### src/sha_pkg.sv
// package: sha-256 round constants, initial hash values and helper functions
`default_nettype none
package sha_pkg;

  typedef logic [31:0] word_t;

  localparam logic [7:0] PAD_MARKER = 8'h80;
  localparam int unsigned LEN_POS = 56;
  localparam logic [9:0] BLOCK_BITS = 10'd512;

  function automatic word_t round_k(input logic [5:0] t);
    word_t k;
    unique case (t)
      6'd0: k = 32'h428a2f98; 6'd1: k = 32'h71374491; 6'd2: k = 32'hb5c0fbcf;
      6'd3: k = 32'he9b5dba5; 6'd4: k = 32'h3956c25b; 6'd5: k = 32'h59f111f1;
      6'd6: k = 32'h923f82a4; 6'd7: k = 32'hab1c5ed5; 6'd8: k = 32'hd807aa98;
      6'd9: k = 32'h12835b01; 6'd10: k = 32'h243185be; 6'd11: k = 32'h550c7dc3;
      6'd12: k = 32'h72be5d74; 6'd13: k = 32'h80deb1fe; 6'd14: k = 32'h9bdc06a7;
      6'd15: k = 32'hc19bf174; 6'd16: k = 32'he49b69c1; 6'd17: k = 32'hefbe4786;
      6'd18: k = 32'h0fc19dc6; 6'd19: k = 32'h240ca1cc; 6'd20: k = 32'h2de92c6f;
      6'd21: k = 32'h4a7484aa; 6'd22: k = 32'h5cb0a9dc; 6'd23: k = 32'h76f988da;
      6'd24: k = 32'h983e5152; 6'd25: k = 32'ha831c66d; 6'd26: k = 32'hb00327c8;
      6'd27: k = 32'hbf597fc7; 6'd28: k = 32'hc6e00bf3; 6'd29: k = 32'hd5a79147;
      6'd30: k = 32'h06ca6351; 6'd31: k = 32'h14292967; 6'd32: k = 32'h27b70a85;
      6'd33: k = 32'h2e1b2138; 6'd34: k = 32'h4d2c6dfc; 6'd35: k = 32'h53380d13;
      6'd36: k = 32'h650a7354; 6'd37: k = 32'h766a0abb; 6'd38: k = 32'h81c2c92e;
      6'd39: k = 32'h92722c85; 6'd40: k = 32'ha2bfe8a1; 6'd41: k = 32'ha81a664b;
      6'd42: k = 32'hc24b8b70; 6'd43: k = 32'hc76c51a3; 6'd44: k = 32'hd192e819;
      6'd45: k = 32'hd6990624; 6'd46: k = 32'hf40e3585; 6'd47: k = 32'h106aa070;
      6'd48: k = 32'h19a4c116; 6'd49: k = 32'h1e376c08; 6'd50: k = 32'h2748774c;
      6'd51: k = 32'h34b0bcb5; 6'd52: k = 32'h391c0cb3; 6'd53: k = 32'h4ed8aa4a;
      6'd54: k = 32'h5b9cca4f; 6'd55: k = 32'h682e6ff3; 6'd56: k = 32'h748f82ee;
      6'd57: k = 32'h78a5636f; 6'd58: k = 32'h84c87814; 6'd59: k = 32'h8cc70208;
      6'd60: k = 32'h90befffa; 6'd61: k = 32'ha4506ceb; 6'd62: k = 32'hbef9a3f7;
      default: k = 32'hc67178f2;
    endcase
    return k;
  endfunction

  function automatic word_t init_hash(input logic [2:0] i);
    word_t h;
    unique case (i)
      3'd0: h = 32'h6a09e667; 3'd1: h = 32'hbb67ae85;
      3'd2: h = 32'h3c6ef372; 3'd3: h = 32'ha54ff53a;
      3'd4: h = 32'h510e527f; 3'd5: h = 32'h9b05688c;
      3'd6: h = 32'h1f83d9ab; default: h = 32'h5be0cd19;
    endcase
    return h;
  endfunction

  function automatic word_t ror(input word_t x, input int unsigned n);
    return (x >> n) | (x << (32 - n));
  endfunction

endpackage
`default_nettype wire

### src/sha_ram.sv
// generic single-port ram with registered read
`default_nettype none
module sha_ram #(
  parameter int Width = 8,
  parameter int Depth = 64
) (
  input  wire logic                     clk,
  input  wire logic                     we,
  input  wire logic [$clog2(Depth)-1:0] addr,
  input  wire logic [Width-1:0]         wdata,
  output logic      [Width-1:0]         rdata
);
  logic [Width-1:0] mem [Depth];

  always_ff @(posedge clk) begin
    if (we) begin
      mem[addr] <= wdata;
    end
    rdata <= mem[addr];
  end
endmodule
`default_nettype wire

### src/sha_round.sv
// one sha-256 round plus the message schedule step
`default_nettype none
module sha_round
  import sha_pkg::*;
(
  input  wire word_t       v_in [8],
  input  wire word_t       w_in [16],
  input  wire logic [5:0]  t,
  output word_t            v_out [8],
  output word_t            w_out [16]
);
  word_t s1, ch, t1, s0, mj, t2, lo, hi, wt;

  always_comb begin
    // w_in[0] is w[t]; shift window to hold w[t+1..t+16]
    wt = w_in[0];
    s1 = ror(v_in[4], 6) ^ ror(v_in[4], 11) ^ ror(v_in[4], 25);
    ch = (v_in[4] & v_in[5]) ^ (~v_in[4] & v_in[6]);
    t1 = v_in[7] + s1 + ch + round_k(t) + wt;
    s0 = ror(v_in[0], 2) ^ ror(v_in[0], 13) ^ ror(v_in[0], 22);
    mj = (v_in[0] & v_in[1]) ^ (v_in[0] & v_in[2]) ^ (v_in[1] & v_in[2]);
    t2 = s0 + mj;
    v_out[0] = t1 + t2;
    v_out[1] = v_in[0];
    v_out[2] = v_in[1];
    v_out[3] = v_in[2];
    v_out[4] = v_in[3] + t1;
    v_out[5] = v_in[4];
    v_out[6] = v_in[5];
    v_out[7] = v_in[6];
    lo = ror(w_in[1], 7) ^ ror(w_in[1], 18) ^ (w_in[1] >> 3);
    hi = ror(w_in[14], 17) ^ ror(w_in[14], 19) ^ (w_in[14] >> 10);
    for (int i = 0; i < 15; i++) begin
      w_out[i] = w_in[i+1];
    end
    w_out[15] = w_in[0] + lo + w_in[9] + hi;
  end
endmodule
`default_nettype wire

### src/sha256_stream_hasher_core.sv
// sha-256 stream hasher top level
// usage: feed a message one byte per input transaction (in_msg_byte with
// in_byte_present); set in_end_of_message on the last transaction, which may
// carry no byte. the digest leaves as eight out_ transactions, word 0 first,
// out_last_word on word 7.
// a plain byte is accepted while the core is idle. the 64th byte of a block
// starts the compression: the block is loaded from the byte ram (64 reads,
// one a cycle, through the registered read), then 64 rounds, one per cycle,
// then the chaining words are folded; input is stalled throughout.
// a final transaction adds padding writes and one or two compressions, then
// the eight digest words are output.
// the block buffer is a 64x8 ram with registered read; input is
// stalled whenever the block is busy.
// reset (synchronous, rst_n low) loads the initial hash values, clears the
// fill count and the length; the ram contents are not cleared.
// a stalled output holds its word until taken; nothing else proceeds then.
`default_nettype none
module sha256_stream_hasher_core
  import sha_pkg::*;
(
  input  wire logic        clk,
  input  wire logic        rst_n,
  input  wire logic        in_valid,
  output logic             in_stall,
  input  wire logic [7:0]  in_msg_byte,
  input  wire logic        in_byte_present,
  input  wire logic        in_end_of_message,
  output logic             out_valid,
  input  wire logic        out_stall,
  output logic [31:0]      out_digest_word,
  output logic [2:0]       out_word_index,
  output logic             out_last_word
);
  localparam logic [2:0] ST_IDLE = 3'd0;
  localparam logic [2:0] ST_LOAD = 3'd1;
  localparam logic [2:0] ST_RND  = 3'd2;
  localparam logic [2:0] ST_FOLD = 3'd3;
  localparam logic [2:0] ST_PAD  = 3'd4;
  localparam logic [2:0] ST_OUT  = 3'd5;

  logic [2:0]  st_r, st_nxt;
  logic [6:0]  fill_r, fill_nxt;
  logic [63:0] len_r, len_nxt;
  logic [63:0] tot_r, tot_nxt;
  logic        fin_r, fin_nxt;    // compression is part of finishing
  logic        last_r, last_nxt;  // this compression ends the message
  logic [6:0]  cnt_r, cnt_nxt;
  word_t       h_r [8];
  word_t       h_nxt [8];
  word_t       v_r [8];
  word_t       v_nxt [8];
  word_t       w_r [16];
  word_t       w_nxt [16];
  word_t       rv [8];
  word_t       rw [16];

  logic        ram_we;
  logic [5:0]  ram_addr;
  logic [7:0]  ram_wdata, ram_rdata;
  logic        rd_pend_r, rd_pend_nxt;

  sha_ram #(.Width(8), .Depth(64)) u_buf (
    .clk(clk), .we(ram_we), .addr(ram_addr), .wdata(ram_wdata), .rdata(ram_rdata)
  );

  sha_round u_round (.v_in(v_r), .w_in(w_r), .t(cnt_r[5:0]), .v_out(rv), .w_out(rw));

  logic acc;
  assign in_stall = (st_r != ST_IDLE);
  assign acc = in_valid && !in_stall;
  assign out_valid = (st_r == ST_OUT);
  assign out_word_index = cnt_r[2:0];
  assign out_last_word = (cnt_r[2:0] == 3'd7);
  assign out_digest_word = h_r[cnt_r[2:0]];

  logic [63:0] tot_now;
  always_comb begin
    tot_now = len_r + {54'd0, fill_r + {6'd0, in_byte_present}, 3'd0};
  end

  always_comb begin
    st_nxt = st_r; fill_nxt = fill_r; len_nxt = len_r; tot_nxt = tot_r;
    fin_nxt = fin_r; last_nxt = last_r; cnt_nxt = cnt_r;
    h_nxt = h_r; v_nxt = v_r; w_nxt = w_r;
    ram_we = 1'b0; ram_addr = fill_r[5:0]; ram_wdata = in_msg_byte;
    rd_pend_nxt = 1'b0;
    unique case (st_r)
      ST_IDLE: begin
        if (acc) begin
          if (in_byte_present) begin
            ram_we = 1'b1;
            fill_nxt = fill_r + 7'd1;
          end
          if (in_end_of_message) begin
            tot_nxt = tot_now;
            fin_nxt = 1'b1;
            if (in_byte_present && fill_r == 7'd63) begin
              // block full: compress it, padding follows in a fresh block
              fill_nxt = 7'd0; len_nxt = len_r + {54'd0, BLOCK_BITS};
              st_nxt = ST_LOAD; cnt_nxt = 7'd0; last_nxt = 1'b0;
            end else begin
              st_nxt = ST_PAD; cnt_nxt = 7'd0;
            end
          end else if (in_byte_present && fill_r == 7'd63) begin
            fill_nxt = 7'd0; len_nxt = len_r + {54'd0, BLOCK_BITS};
            st_nxt = ST_LOAD; cnt_nxt = 7'd0; fin_nxt = 1'b0; last_nxt = 1'b0;
          end
        end
      end
      ST_PAD: begin
        // fill_r: next byte slot; cnt_r==0 writes the marker
        ram_we = 1'b1;
        ram_addr = fill_r[5:0];
        if (cnt_r == 7'd0) begin
          ram_wdata = PAD_MARKER;
        end else if (fill_r[5:0] >= 6'(LEN_POS) && last_r) begin
          ram_wdata = tot_r[8*(7 - (fill_r[5:0] - 6'(LEN_POS))) +: 8];
        end else begin
          ram_wdata = 8'h00;
        end
        cnt_nxt = 7'd1;
        if (cnt_r == 7'd0) begin
          last_nxt = (fill_r[5:0] < 6'd56);
        end
        fill_nxt = fill_r + 7'd1;
        if (fill_r[5:0] == 6'd63) begin
          fill_nxt = 7'd0;
          st_nxt = ST_LOAD; cnt_nxt = 7'd0;
          if (cnt_r == 7'd0) last_nxt = 1'b0;
        end
      end
      ST_LOAD: begin
        // read bytes 0..63; data arrives in the cycle after its read
        ram_addr = cnt_r[5:0];
        rd_pend_nxt = !cnt_r[6];
        if (rd_pend_r) begin
          w_nxt[15] = {w_r[15][23:0], ram_rdata};
          // first byte of a word opens a new slot at the top of the window
          if (cnt_r[1:0] == 2'd1) begin
            for (int i = 0; i < 15; i++) w_nxt[i] = w_r[i+1];
            w_nxt[15] = {24'd0, ram_rdata};
          end
        end
        cnt_nxt = cnt_r + 7'd1;
        if (cnt_r == 7'd64) begin
          rd_pend_nxt = 1'b0;
          st_nxt = ST_RND; cnt_nxt = 7'd0;
          v_nxt = h_r;
        end
      end
      ST_RND: begin
        v_nxt = rv; w_nxt = rw;
        cnt_nxt = cnt_r + 7'd1;
        if (cnt_r == 7'd63) st_nxt = ST_FOLD;
      end
      ST_FOLD: begin
        for (int i = 0; i < 8; i++) h_nxt[i] = h_r[i] + v_r[i];
        cnt_nxt = 7'd0;
        if (!fin_r) st_nxt = ST_IDLE;
        else if (last_r) st_nxt = ST_OUT;
        else begin
          // second padding block: zeros and length, marker too when the
          // message ended exactly on a block boundary
          st_nxt = ST_PAD; last_nxt = 1'b1; fill_nxt = 7'd0;
          cnt_nxt = (tot_r[8:3] == 6'd0) ? 7'd0 : 7'd1;
        end
      end
      ST_OUT: begin
        if (!out_stall) begin
          cnt_nxt = cnt_r + 7'd1;
          if (cnt_r[2:0] == 3'd7) begin
            st_nxt = ST_IDLE; cnt_nxt = 7'd0;
            for (int i = 0; i < 8; i++) h_nxt[i] = init_hash(3'(i));
            fill_nxt = 7'd0; len_nxt = 64'd0; fin_nxt = 1'b0;
          end
        end
      end
      default: st_nxt = ST_IDLE;
    endcase
  end

  always_ff @(posedge clk) begin
    if (!rst_n) begin
      st_r <= ST_IDLE; fill_r <= 7'd0; len_r <= 64'd0; fin_r <= 1'b0;
      last_r <= 1'b0; cnt_r <= 7'd0; rd_pend_r <= 1'b0;
      for (int i = 0; i < 8; i++) h_r[i] <= init_hash(3'(i));
    end else begin
      st_r <= st_nxt; fill_r <= fill_nxt; len_r <= len_nxt; fin_r <= fin_nxt;
      last_r <= last_nxt; cnt_r <= cnt_nxt; rd_pend_r <= rd_pend_nxt;
      h_r <= h_nxt;
    end
  end

  always_ff @(posedge clk) begin
    tot_r <= tot_nxt; v_r <= v_nxt; w_r <= w_nxt;
  end
endmodule
`default_nettype wire

### config.mk
export PLATFORM = sky130hd
export DESIGN_NAME = sha256_stream_hasher_core
export DESIGN_NICKNAME = d
export VERILOG_FILES = /design/src/sha_pkg.sv /design/src/sha_ram.sv /design/src/sha_round.sv /design/src/sha256_stream_hasher_core.sv
export SDC_FILE = /design/constraint.sdc
export NUM_CORES = 2
export LEC_CHECK = 0
export BUFFER_PORTS_ARGS = -buffer_cell sky130_fd_sc_hd__buf_2
export CAP_MARGIN = 25
export CORE_MARGIN = 4
export CORE_UTILIZATION = 25
export CTS_CLUSTER_DIAMETER = 80
export DETAILED_ROUTE_END_ITERATION = 12
export PLACE_DENSITY = 0.49
export RECOVER_POWER = 50
export SLEW_MARGIN = 25
export SYNTH_ARGS = -nofsm -noshare
export SYNTH_HDL_FRONTEND = slang
export SYNTH_HIERARCHICAL = 1
export SYNTH_SLANG_ARGS = --single-unit
### constraint.sdc
create_clock -name clk -period 34.1 [get_ports clk]
set_input_delay 8.525 -clock clk [delete_from_list [all_inputs] [get_ports clk]]
set_output_delay 8.525 -clock clk [all_outputs]
set_load 0.1 [all_outputs]
# Word level (Yosys, flattened, before mapping)
# Memory sizes are Yosys's and may differ from the RTL's. A register that Yosys moved wholly into a read port is not among the register bits.
# Index checks and enable logic that the tools add are counted.
classes:
  add_sub_neg: 25
  order_cmp: 3
  eq_ne: 24
  shifts: 1
  muxes: 71
  bitwise_logic: 30
  reduce_logical: 27
ops:
  columns: ["operator", "count"]
  rows:
  - ["$mux W512", 2]
  - ["$pmux W256 S2", 2]
  - ["$pmux W512 S2", 1]
  - ["$mux W256", 3]
  - ["$add A32 B32 Y32", 18]
  - ["$xor A32 B32 Y32", 9]
  - ["$mux W64", 4]
  - ["$and A32 B32 Y32", 5]
  - ["$pmux W64 S2", 1]
  - ["$mux W7", 14]
  - ["$bmux W32 S3", 1]
  - ["$add A64 B10 Y64", 1]
  - ["$add A64 B10 Y64 const B", 1]
  - ["$mux W32", 2]
  - ["$shiftx A64 B33 Y8", 1]
  - ["$pmux W7 S6", 1]
  - ["$not A32 Y32", 1]
  - ["$or A10 B32 Y32", 1]
  - ["$or A13 B32 Y32", 1]
  - ["$or A14 B32 Y32", 1]
  - ["$or A15 B32 Y32", 1]
  - ["$or A19 B32 Y32", 1]
  - ["$or A21 B32 Y32", 1]
  - ["$or A25 B32 Y32", 1]
  - ["47 further kinds", 107]
word_totals:
  register_bits: 1172
  ram_bits: 512
  romBits: 2048
  input_bits: 14
  output_inout_bits: 38
  elab_cells: 223
  n_memories: 2
mem_list:
  columns: ["memory", "depth", "width", "read_ports", "rd_ports_with_merged_regs", "wr", "line", "source"]
  rows:
  - ["(name not given)", 64, 32, 1, 1, 0, "sha_pkg.sv:13", "unique case (t)"]
  - ["u_buf.mem", 64, 8, 1, 1, 1, "sha_ram.sv:13", "logic [Width-1:0] mem [Depth];"]

# Logic depth before layout (Yosys ltp)
logic_depth:
  word_depth: 9
  depth_mapped: 36

# Cells and area by module
# The synthesis kept the hierarchy.
modules_own_cells:
  columns: ["mod", "instances", "cells_per_inst", "area_each_um2", "seq_area_each_um2"]
  rows:
  - ["sha256_stream_hasher_core", 1, 6691, 62613.8, 31520.2]
  - ["sha_round", 1, 2858, 21663.3, 0.0]
  - ["sha_ram", 1, 1170, 20002.9, 15534.9]

# Worst setup path before layout
# No wires, ideal clock.
synth_timing:
  path_type: "register to register"
  start: "register cnt_r[1]"
  end: "register st_r[1]"
  setup_time_ps: 164
  arrival_ps: 20395
  path_slack_ps: 13541
  path_stages_with_launch: 9
  path_buffers: 3
  period_less_slack_ps: 20559
  path_cell_list: "dfxtp_1 clkbuf_1 buf_1 buf_1 inv_1 ha_1 nand3_1 o21ai_0 and2_1"
synth_via:
  elab_chain_cells: 3
  elab_cells_between_ends: 7
  cone_classes: "eq/ne: 6; reduce/logical: 1"
synth_lines:
  columns: ["item", "line", "source"]
  rows:
  - ["from (decl)", "sha256_stream_hasher_core.sv:47", "logic [6:0] cnt_r, cnt_nxt;"]
  - ["from (signal assigned)", "sha256_stream_hasher_core.sv:189", "last_r <= last_nxt; cnt_r <= cnt_nxt; rd_pend_r <= rd_pend_nxt;"]
  - ["$eq A7 B6 Y1 (tied with other cells)", "sha256_stream_hasher_core.sv:154", "if (cnt_r == 7'd63) st_nxt = ST_FOLD;"]
  - ["$ne A2 B2 Y1 (no source line) / $ne A2 B1 Y1 (equally long branches)", null, null]
  - ["$reduce_and A7 Y1 (no source line) (*)", null, null]
  - ["to (signal assigned)", "sha256_stream_hasher_core.sv:188", "st_r <= st_nxt; fill_r <= fill_nxt; len_r <= len_nxt; fin_r <= fin_nxt;"]
  - ["to (decl)", "sha256_stream_hasher_core.sv:41", "logic [2:0] st_r, st_nxt;"]
# Every way passes the cells marked *; elsewhere a longest branch is shown, timed or not.
# A chain may end at the register's enable or synchronous reset.

==> flow_summary.json <==
{
  "grt_pass1_wl_mm": 477,
  "grt_pass1_vias": 69800,
  "max_freq_mhz": 56.7,
  "cts_tree": "yes",
  "leakagePower_nw": 41.9,
  "clk_path_buf_depth": 4,
  "ctsHoldBuffers": 0,
  "status": "finished, violations left",
  "ir_drop_v": 0.0000396,
  "drtIter0Drc": 7880,
  "synth.distinct_cells": 108,
  "finalWorstPathRequiredPeriod_ps": 17630,
  "syn_nets": 11300,
  "holdPathStages": 2,
  "dr.pass1.iters": 6,
  "r2r_cells": 7,
  "portBuffers": 51,
  "worst_slack_ps": 16470,
  "clock_latency_ps": 900,
  "place.gp.congestion": 0.917,
  "endpoint_kind": "register",
  "reg2reg_from": "st_r[1]",
  "grt_overflow": 0,
  "cts_root_buffer": "clkbuf_16",
  "skew_ps": 82.7,
  "htreeDepth": 4,
  "syn_inst": 10700,
  "setup.worst_path.class": "register to register",
  "ctsResizeCount": 0,
  "vias_per_cell": 4.80,
  "core.rowCount": 236,
  "core_area_um2": 414000,
  "rr_endpoint": "w_r[17]",
  "crit_required_ps": 34790,
  "synth_edf_count": 1341,
  "maxSlewViolCount": 2118,
  "final_nets": 10500,
  "synth_seq_cells": 1680,
  "clk_pin_slew_ps": 60,
  "place_ws_ps": 22230,
  "yosysMostFrequentCell": "nand2_1",
  "fin_crit_sh_pct": 51.7,
  "die_w_um": 654,
  "finalPower_w": 0.00552,
  "finalSetupTns_ps": 0,
  "drv_cap": 35,
  "area_delta_synth_final_pct": 7.19,
  "drive_above_1_share_pct": 6.93,
  "grt_max_degree": 196,
  "wire_per_inst_um": 20.9,
  "crit_fanout": 195,
  "rsz0062_at_grt": "no",
  "tightest_slew_ps": 8300,
  "track_usage_pct": 14.7,
  "yosysSeqAreaShare_pct": 45.1,
  "synth_ff_type": "edfxtp_1",
  "die_y_um": 654,
  "ys_top_cells_by_area": "edfxtp_1 39%, nand2_1 8.2%, dfxtp_1 6.5%, buf_4 4.9%, ha_1 4.8%",
  "critPathCapture": "w_r[17]",
  "whs_ps": 487,
  "vias": 74600,
  "start_kind": "register",
  "arrival_ps": 18320,
  "routed_wl_mm": 326,
  "min-delay-start": "h_r[222]",
  "power-per-cell-area_nw_per_um2": 49.4,
  "postRouteAntennaNets": 0,
  "postCtsSetupBuffers": 0,
  "crit_start": "st_r[1]",
  "synth_common_cells": "2,282 x nand2_1, 1,341 x edfxtp_1, 678 x buf_4",
  "syn_avg_cell_area_um2": 9.73,
  "synth-async-reset-ratio_pct": 0,
  "final_cells": 15500,
  "violations": "capacitance limit, slew limit",
  "numPlacedInstances": 15200,
  "synth.yosys.warnings": 6,
  "drc": 0,
  "cts_buffers": 202,
  "yosysTopAreaCell": "edfxtp_1",
  "clock_sinks": 1680,
  "antenna_found_initial": 7,
  "synth.cell_area_um2": 104000,
  "hold_viol_final": 0,
  "place_hpwl_mm": 224,
  "dieArea_um2": 428000,
  "reg2reg_slack_ps": 16470,
  "setup_viol": 0,
  "ios": 52,
  "worstHoldPathType": "register to register",
  "initial_core_util_pct": 25.2,
  "yosys.area.top_type_share_pct": 38.6,
  "slew_headroom_pct": -454
}
-- logic make-up (layout without fill, tap and decap cells) --
group	after synthesis	count (layout)	share of synthesized area [%]
AOI/OAI and AO/OA	1924	1924	12.1
xor gates and xnor gates	676	676	5.68
adders and majority gates	598	598	8.57
buffers and inverters	1684	1030	8.58
DFF	1680	1680	45.1
muxes	249	249	3.69
other	0	5	0
and+or+nand+nor	3908	3908	16.2
-- per-layer routing --
metal | part of all wire, % | track usage, % | vias up
met1 | 47 | 21.3 | 36600
met3 | 5.9 | 1.90 | 391
met5 | 0 | 0 | -
met2 | 45 | 22.7 | 2158
li1 | - | - | 35500
met4 | 2.7 | 3.92 | 0
-- where the power goes --
group          leakage (nW)  internal [W]  switching (W)
logic                  24.1      0.000399       0.000743
clock network          3.10       0.00121       0.000912
registers              14.7       0.00225      0.0000122
total                  41.9       0.00385        0.00167
-- cells in the final DEF (no fill, tap or decap), types with 32 or more instances in the layout --
master / n
nand2_1: 2279
edfxtp_1: 1341
nand3_1: 595
inv_1: 487
nor2_1: 456
a21oi_1: 453
ha_1: 399
xnor2_1: 375
o21ai_0: 365
dfxtp_1: 334
xor2_1: 301
a21o_1: 230
clkbuf_16: 205
fa_1: 195
a22oi_1: 145
nor2b_1: 114
o22ai_1: 102
nor3_1: 100
mux4_2: 100
clkbuf_1: 87
buf_4: 87
mux2_2: 84
a221oi_1: 81
a31oi_1: 65
mux2i_1: 63
nand2b_1: 60
nand4_1: 59
a211oi_1: 57
o21bai_1: 55
o21a_1: 52
buf_2: 49
o211ai_1: 46
and3_1: 45
clkinv_1: 37
or3_1: 34
nand3b_1: 32
-- worst min path at each step --
stage          endpoint
5_1_grt         h_r[85]
3_3_place_gp   h_r[222]
4_1_cts        h_r[222]
2_1_floorplan  h_r[222]
6_report       h_r[222]
3_5_place_dp   h_r[222]
-- area by class of cell --
class                   instances  area [um^2]
clock inverters                92          867
fillers                     43700       303000
diodes                          5         12.5
multi-input cells            7355        48500
inverters                     492         1850
repair buffers                173         1130
well taps                    5474         6850
clock buffers                 273         5520
flip-flops and latches       1680        47100
-- registers in the layout, indices dropped and copies added (netlist names) --
register	count
cnt_r	7
fill_r	7
fin_r	1
h_r	256
last_r	1
len_r	55
rd_pend_r	1
st_r	3
tot_r	61
u_buf/mem	512
u_buf/rdata	8
v_r	256
w_r	512
-- per-stage QoR --
stage | instance area (um^2) | util [%]
3_3_place_gp | 105000 | 25.5
3_5_place_dp | 106000 | 25.5
5_1_grt | 112000 | 27.0
4_1_cts | 112000 | 27.0
2_1_floorplan | 104000 | -
6_report | 112000 | 27.0
-- critical path, stage by stage (launching register included) --
cell and delay [ps]:
dfxtp_1 660, nor2b_1 560, nor2b_1 560, clkbuf_1 2210
clkbuf_1 5890, clkbuf_1 6090, nand2_1 800, nand2_1 370
(Power assumes the default switching activity.)
